<file path="config.mk">
export PLATFORM = sky130hd
export DESIGN_NAME = lwg_iter_unit
export DESIGN_NICKNAME = d
export VERILOG_FILES = /design/src/hw/rtl/lookahead_waypoint_guidance_unit_defines.svh /design/src/hw/rtl/lwg_pkg.sv /design/src/hw/rtl/lwg_iter_unit.sv
export SDC_FILE = /design/constraint.sdc
export NUM_CORES = 1
export LEC_CHECK = 0
export ABC_AREA = 1
export BUFFER_PORTS_ARGS = -buffer_cell sky130_fd_sc_hd__buf_4
export CORE_MARGIN = 2
export CORE_UTILIZATION = 59
export DETAILED_ROUTE_END_ITERATION = 6
export PLACE_DENSITY = 0.83
export SLEW_MARGIN = 20
export SYNTH_ARGS = -nofsm -noshare
export SYNTH_HDL_FRONTEND = slang
export SYNTH_SLANG_ARGS = --single-unit
export TNS_END_PERCENT = 30
</file>
<file path="constraint.sdc">
create_clock -name clk -period 5.6 [get_ports clk]
set_input_delay 1.12 -clock clk [delete_from_list [all_inputs] [get_ports clk]]
set_output_delay 1.12 -clock clk [all_outputs]
set_load 0.03 [all_outputs]
</file>
<file path="src/hw/rtl/lookahead_waypoint_guidance_unit_defines.svh">
// ----------------------------------------------------------------------------
// Lookahead waypoint guidance: assertion macros
// Shared property wrappers, sampled on clk and disabled while rst_n is low.
// ----------------------------------------------------------------------------
`ifndef LOOKAHEAD_WAYPOINT_GUIDANCE_UNIT_DEFINES_SVH
`define LOOKAHEAD_WAYPOINT_GUIDANCE_UNIT_DEFINES_SVH

// same-cycle implication
`define LWG_ASSERT_IMPL(lbl, ante, cons, msg) \
  lbl: assert property (@(posedge clk) disable iff (!rst_n) (ante) |-> (cons)) \
    else $error(msg);

// next-cycle implication
`define LWG_ASSERT_NEXT(lbl, ante, cons, msg) \
  lbl: assert property (@(posedge clk) disable iff (!rst_n) (ante) |=> (cons)) \
    else $error(msg);

`endif

</file>
<file path="src/hw/rtl/lwg_pkg.sv">
// ----------------------------------------------------------------------------
// lwg_pkg
// Types and constants shared by the lookahead waypoint guidance unit.
// ----------------------------------------------------------------------------
package lwg_pkg;

  localparam int MAX_WAYPOINTS = 64;
  localparam int SLOT_W        = 6;
  localparam int CNT_W         = 7;
  localparam int COORD_W       = 32;
  localparam int CFG_W         = 31;
  localparam int Q14_W         = 16;
  localparam logic [Q14_W-1:0] Q14_ONE = 16'd16384;

  typedef enum logic [1:0] {
    CFG_ACCEPT_RADIUS = 2'd0,
    CFG_LOOKAHEAD     = 2'd1,
    CFG_HOLD_FINAL    = 2'd2,
    CFG_WP_COUNT      = 2'd3
  } cfg_idx_t;

  typedef enum logic {
    OP_DIV  = 1'b0,
    OP_SQRT = 1'b1
  } iter_op_t;

  typedef struct packed {
    logic     start;
    iter_op_t op;
  } iter_req_t;

  typedef struct packed {
    logic                      mode;
    logic signed [COORD_W-1:0] coord_x;
    logic signed [COORD_W-1:0] coord_y;
    logic [SLOT_W-1:0]         entry_slot;
  } in_item_t;

  typedef struct packed {
    logic signed [COORD_W-1:0] target_x;
    logic signed [COORD_W-1:0] target_y;
    logic signed [Q14_W-1:0]   heading_w;
    logic signed [Q14_W-1:0]   heading_z;
    logic [SLOT_W-1:0]         active_slot;
  } out_item_t;

endpackage

</file>
<file path="src/hw/rtl/lwg_iter_unit.sv">
// ----------------------------------------------------------------------------
// lwg_iter_unit
// Shared shift-subtract unit: restoring divide (64 steps) or integer root
// (32 steps), one step per cycle, remainder kept for rounding.
// ----------------------------------------------------------------------------
module lwg_iter_unit import lwg_pkg::*; (
  input  logic        clk,
  input  logic        rst_n,
  input  iter_req_t   req,
  input  logic [63:0] num,
  input  logic [31:0] den,
  output logic        done,
  output logic [31:0] res,
  output logic [33:0] rem
);

  logic        busy_r;
  logic        done_r;
  iter_op_t    op_r;
  logic [5:0]  cnt_r;
  logic [63:0] n_r;
  logic [31:0] d_r;
  logic [31:0] q_r;
  logic [33:0] rem_r;

  logic [35:0] t_val;
  logic [35:0] trial;
  logic [36:0] diff;
  logic        ge;
  logic [5:0]  last;

  always_comb begin
    if (op_r == OP_SQRT) begin
      t_val = {rem_r, n_r[63:62]};
      trial = {2'b00, q_r, 2'b01};
      last  = 6'd31;
    end else begin
      t_val = {1'b0, rem_r, n_r[63]};
      trial = {4'b0000, d_r};
      last  = 6'd63;
    end
    diff = {1'b0, t_val} - {1'b0, trial};
    ge   = ~diff[36];
  end

  always_ff @(posedge clk) begin
    if (!rst_n) begin
      busy_r <= 1'b0;
      done_r <= 1'b0;
      cnt_r  <= '0;
    end else begin
      done_r <= 1'b0;
      if (req.start) begin
        busy_r <= 1'b1;
        cnt_r  <= '0;
      end else if (busy_r) begin
        cnt_r <= cnt_r + 6'd1;
        if (cnt_r == last) begin
          busy_r <= 1'b0;
          done_r <= 1'b1;
        end
      end
    end
  end

  always_ff @(posedge clk) begin
    if (req.start) begin
      op_r  <= req.op;
      n_r   <= num;
      d_r   <= den;
      q_r   <= '0;
      rem_r <= '0;
    end else if (busy_r) begin
      rem_r <= ge ? diff[33:0] : t_val[33:0];
      q_r   <= {q_r[30:0], ge};
      n_r   <= (op_r == OP_SQRT) ? {n_r[61:0], 2'b00} : {n_r[62:0], 1'b0};
    end
  end

  assign done = done_r;
  assign res  = q_r;
  assign rem  = rem_r;

endmodule
</file>
==> summary.txt <==
Route
  • DRT iter0 DRCs: 872
  • Drt wl/cell: 16.41 um
  • Wirelength, routed: 29,720 um
  • Top routing layer in use: met4
  • Wire length on met2: 14,020 um
  • # DRC: 0
  • DR pass1 iterations: 5
  • Antenna-violating nets left: 0
  • Routed vias/inst: 5.544
  • WL met1: 12,930 um
  • WL met3: 1902 um
  • Vias: 10,040

Synthesis
  • Sequential area share after synthesis: 42.22%
  • Post-synth EDFFs: 97
  • Yosys reg bits: 171
  • Post-synth top area cell: edfxtp_1
  • Post-synth top flop: edfxtp_1
  • Mapped Cells: 1,450
  • Combinational family with the most area after synthesis: simple AND/OR/NAND/NOR gates
  • Synth area leaders: edfxtp_1 (28%), nand2_1 (14%), dfxtp_1 (14%)
  • Synth cell types: 44
  • Syn Area/Cell: 7.178 um^2
  • Synth Area in Compound Gates: 14.27%
  • Post-synth top cells: nand2_1 (402), inv_1 (174), nor2_1 (157)
  • Synth Area in Simple Gates: 28.26%
  • Syn_nets: 1,586
  • Post-synthesis adder-cell area fraction: 4.400%
  • Yosys warning count: 0
  • Post-Syn Area: 0.01041 mm^2
  • Top-area cell type share of the netlist area: 27.98%
  • Count leader, synth: nand2_1
  • XOR/XNOR Fraction of Synth Area: 1.599%
  • Ys async rst share: 0%
  • Mux cell area share after synthesis: 0.1923%

Worst setup path
  • Depth of the most critical reg-to-reg path: 16
  • CP Class: reg2reg
  • Startpoint Class: register
  • R2r endpoint: rem[24]$_SDFFE_PP0P_
  • Worst R2R Start: op_r$_DFFE_PP_
  • Crit end category: register
  • WP data required: 5.91 ns
  • Critical Path Source: op_r$_DFFE_PP_
  • Crit path DAT: 4.17 ns
  • Crit path to: rem[24]$_SDFFE_PP0P_
  • Worst path top cell family by delay: simple AND/OR/NAND/NOR gates
  • CP Buf/Inv Count: 3
  • Crit-path max FO: 69
  • CP max stage delay: 0.52 ns
  • WP depth: 16
  • FF-to-FF setup slack: 1.73 ns
  • Cell chain of the critical path: buf_4 > inv_2 > o21ai_0 > ha_1 > nand2_1 > inv_1 > nand2_1 > nand2_1 > a21oi_1 > nand3_2 > nand2_4 > nand2_8 > nand2_4 > nor2_1 > nor2_1 > nor2_1
  • Highest-delay cell along the critical path: buf_4

STA
  • Fin worst setup slack: 1.731 ns
  • Max Freq: 258.5 MHz
  • Worst Max-Slew Pin Slew: 1.066 ns
  • Final Hold Viols: 0
  • Fin crit share: 69.08%
  • Final setup fails: 0
  • RSZ-0062 raised after global routing: false
  • Clock period minus final worst setup slack: 3.869 ns
  • Pins Over Slew Limit: 0
  • Post-Route Skew: 0.01990 ns
  • Setup TNS: 0 ns
  • Slew headroom: 28.87%

CTS
  • PostCTS Resize Cnt: 0
  • TritonCTS clock tree: done
  • Clock buffer depth: 2
  • Post-CTS Setup Inserts: 0
  • Root Buffer: clkbuf_16
  • Clk_lat worst skew: 0.45 ns
  • # hold bufs at CTS: 0
  • CTS H-tree lvls: 4
  • CTS buffer count: 17
  • Clock transition at path regs: 0.07 ns
  • CTS sink count: 171

Pwr
  • Pwr dens: 467.9 mW/mm^2
  • Worst vdd ir: 0.3937 mV
  • Leakage: 5.828 nW

Placed design
  • Port bufs: 166
  • Placed cell area: 0.01172 mm^2
  • Hpwl dp: 20,810 um
  • Pre-CTS setup slack: 1.838 ns
  • Routability cong.: 0.9500

Cells and area
  • NumNets Final: 1,709
  • Multi-input logic area: 0.005087 mm^2
  • Post-route cell area: 0.01237 mm^2
  • FF+latch area: 0.004395 mm^2
  • Fillers: 1,417
  • Layout cells sized above 1: 14.50%
  • Area Growth Syn to Fin: 18.85%
  • N_diodes: 0

Floorplanning
  • Die X: 136.8 um
  • Initial Utilization: 60.18%
  • I/O pins: 167
  • DIE AREA: 0.01872 mm^2
  • Core ar.: 0.01730 mm^2
  • # rows: 48
  • Die height: 136.8 um

Global route
  • Initial antenna violation count: 0
  • Global-route wire length before repair: 46,440 um
  • Gr usage total: 31.91%
  • GR Overflow Total: 0
  • Vias in the first global route: 9,232
  • Largest net degree at the start of global routing: 97

Run
  • MaxCap Viol Count: 0

Hold path
  • Tightest Hold Check Type: reg2reg

Run status
  • Run status: finished, final reports clean
[final cells by class]
type                    count  area share (%)
clock inverters            15           1.821
repair buffers            173           10.50
flip-flops and latches    171           35.53
well taps                 225           2.276
multi-input cells        1035           41.12
inverters                 175           5.310
clock buffers              17           3.439
[logic make-up after synthesis]
family | Yosys count
buf+inv | 244
fa+ha+maj | 36
compound gates | 283
mux | 2
simple gates | 695
flops | 171
xor+xnor | 19
[metal layers]
layer  global-route usage (%)  up-vias
met5                        0        -
met4                    11.80        0
met3                    4.963       62
met2                    52.14      393
met1                    42.95     4579
li1                         -     5006
[registers in the layout, summed over array words and instances, names as in the netlist]
signal / cells
d_r: 32
busy_r: 1
rem: 34
cnt_r: 6
res: 32
n_r: 64
op_r: 1
done: 1
[worst reg2reg max path, cell delays in order (launching register included)]
cell      delay [ns]
edfxtp_1        0.35
buf_4           0.52
inv_2           0.37
o21ai_0         0.34
ha_1            0.33
nand2_1         0.15
inv_1           0.05
nand2_1         0.06
nand2_1         0.07
a21oi_1         0.20
nand3_2         0.15
nand2_4         0.39
nand2_8         0.21
nand2_4         0.28
nor2_1          0.13
nor2_1          0.11
nor2_1          0.04
[through the flow]
step / power, W / util (%) / hold slack [ns] / std cells
after floorplan: 0.003693 / - / 0.4500 / 1450
after global placement: 0.004413 / 67.71 / 0.4628 / 1779
after detailed placement: 0.004432 / 67.76 / 0.4783 / 1779
after CTS: 0.005757 / 71.52 / 0.4881 / 1811
after global routing: 0.006183 / 71.52 / 0.5050 / 1811
final: 0.005788 / 71.52 / 0.4889 / 1811
[cells in the final DEF (no fill, tap or decap), types with 3 or more instances in the layout]
cell type	count
nand2_1	401
inv_1	173
buf_4	173
nor2_1	157
a21oi_1	155
edfxtp_1	97
o21ai_0	82
dfxtp_1	73
nand3_1	55
nand4_1	37
ha_1	35
o22ai_1	31
clkbuf_16	17
xor2_1	16
nand3b_1	10
nor3_1	10
nor2_2	9
o21bai_1	5
o21ai_1	4
inv_8	4
xnor2_1	3
clkinv_8	3
inv_6	3
bufinv_16	3
[worst min path at each step]
stage | cells after the start | slack [ns] | startpoint | end
3_3_place_gp | 2 | 0.46 | cnt_r[5]$_SDFFE_PP0P_ | cnt_r[5]$_SDFFE_PP0P_
6_report | 2 | 0.49 | cnt_r[2]$_SDFFE_PP0P_ | cnt_r[2]$_SDFFE_PP0P_
2_1_floorplan | 2 | 0.45 | cnt_r[5]$_SDFFE_PP0P_ | cnt_r[5]$_SDFFE_PP0P_
5_1_grt | 2 | 0.51 | cnt_r[2]$_SDFFE_PP0P_ | cnt_r[2]$_SDFFE_PP0P_
3_5_place_dp | 2 | 0.48 | cnt_r[2]$_SDFFE_PP0P_ | cnt_r[2]$_SDFFE_PP0P_
4_1_cts | 2 | 0.49 | cnt_r[2]$_SDFFE_PP0P_ | cnt_r[2]$_SDFFE_PP0P_
[power breakdown]
group | internal (W) | total [W] | leakage (nW) | switching [W]
combinational | 0.000909 | 0.00281 | 3.96 | 0.00190
sequential | 0.00152 | 0.00166 | 1.56 | 0.000139
clock | 0.000730 | 0.00132 | 0.311 | 0.000586
total | 0.00316 | 0.00579 | 5.83 | 0.00263
Note: power is estimated with default switching activity, not from simulation.
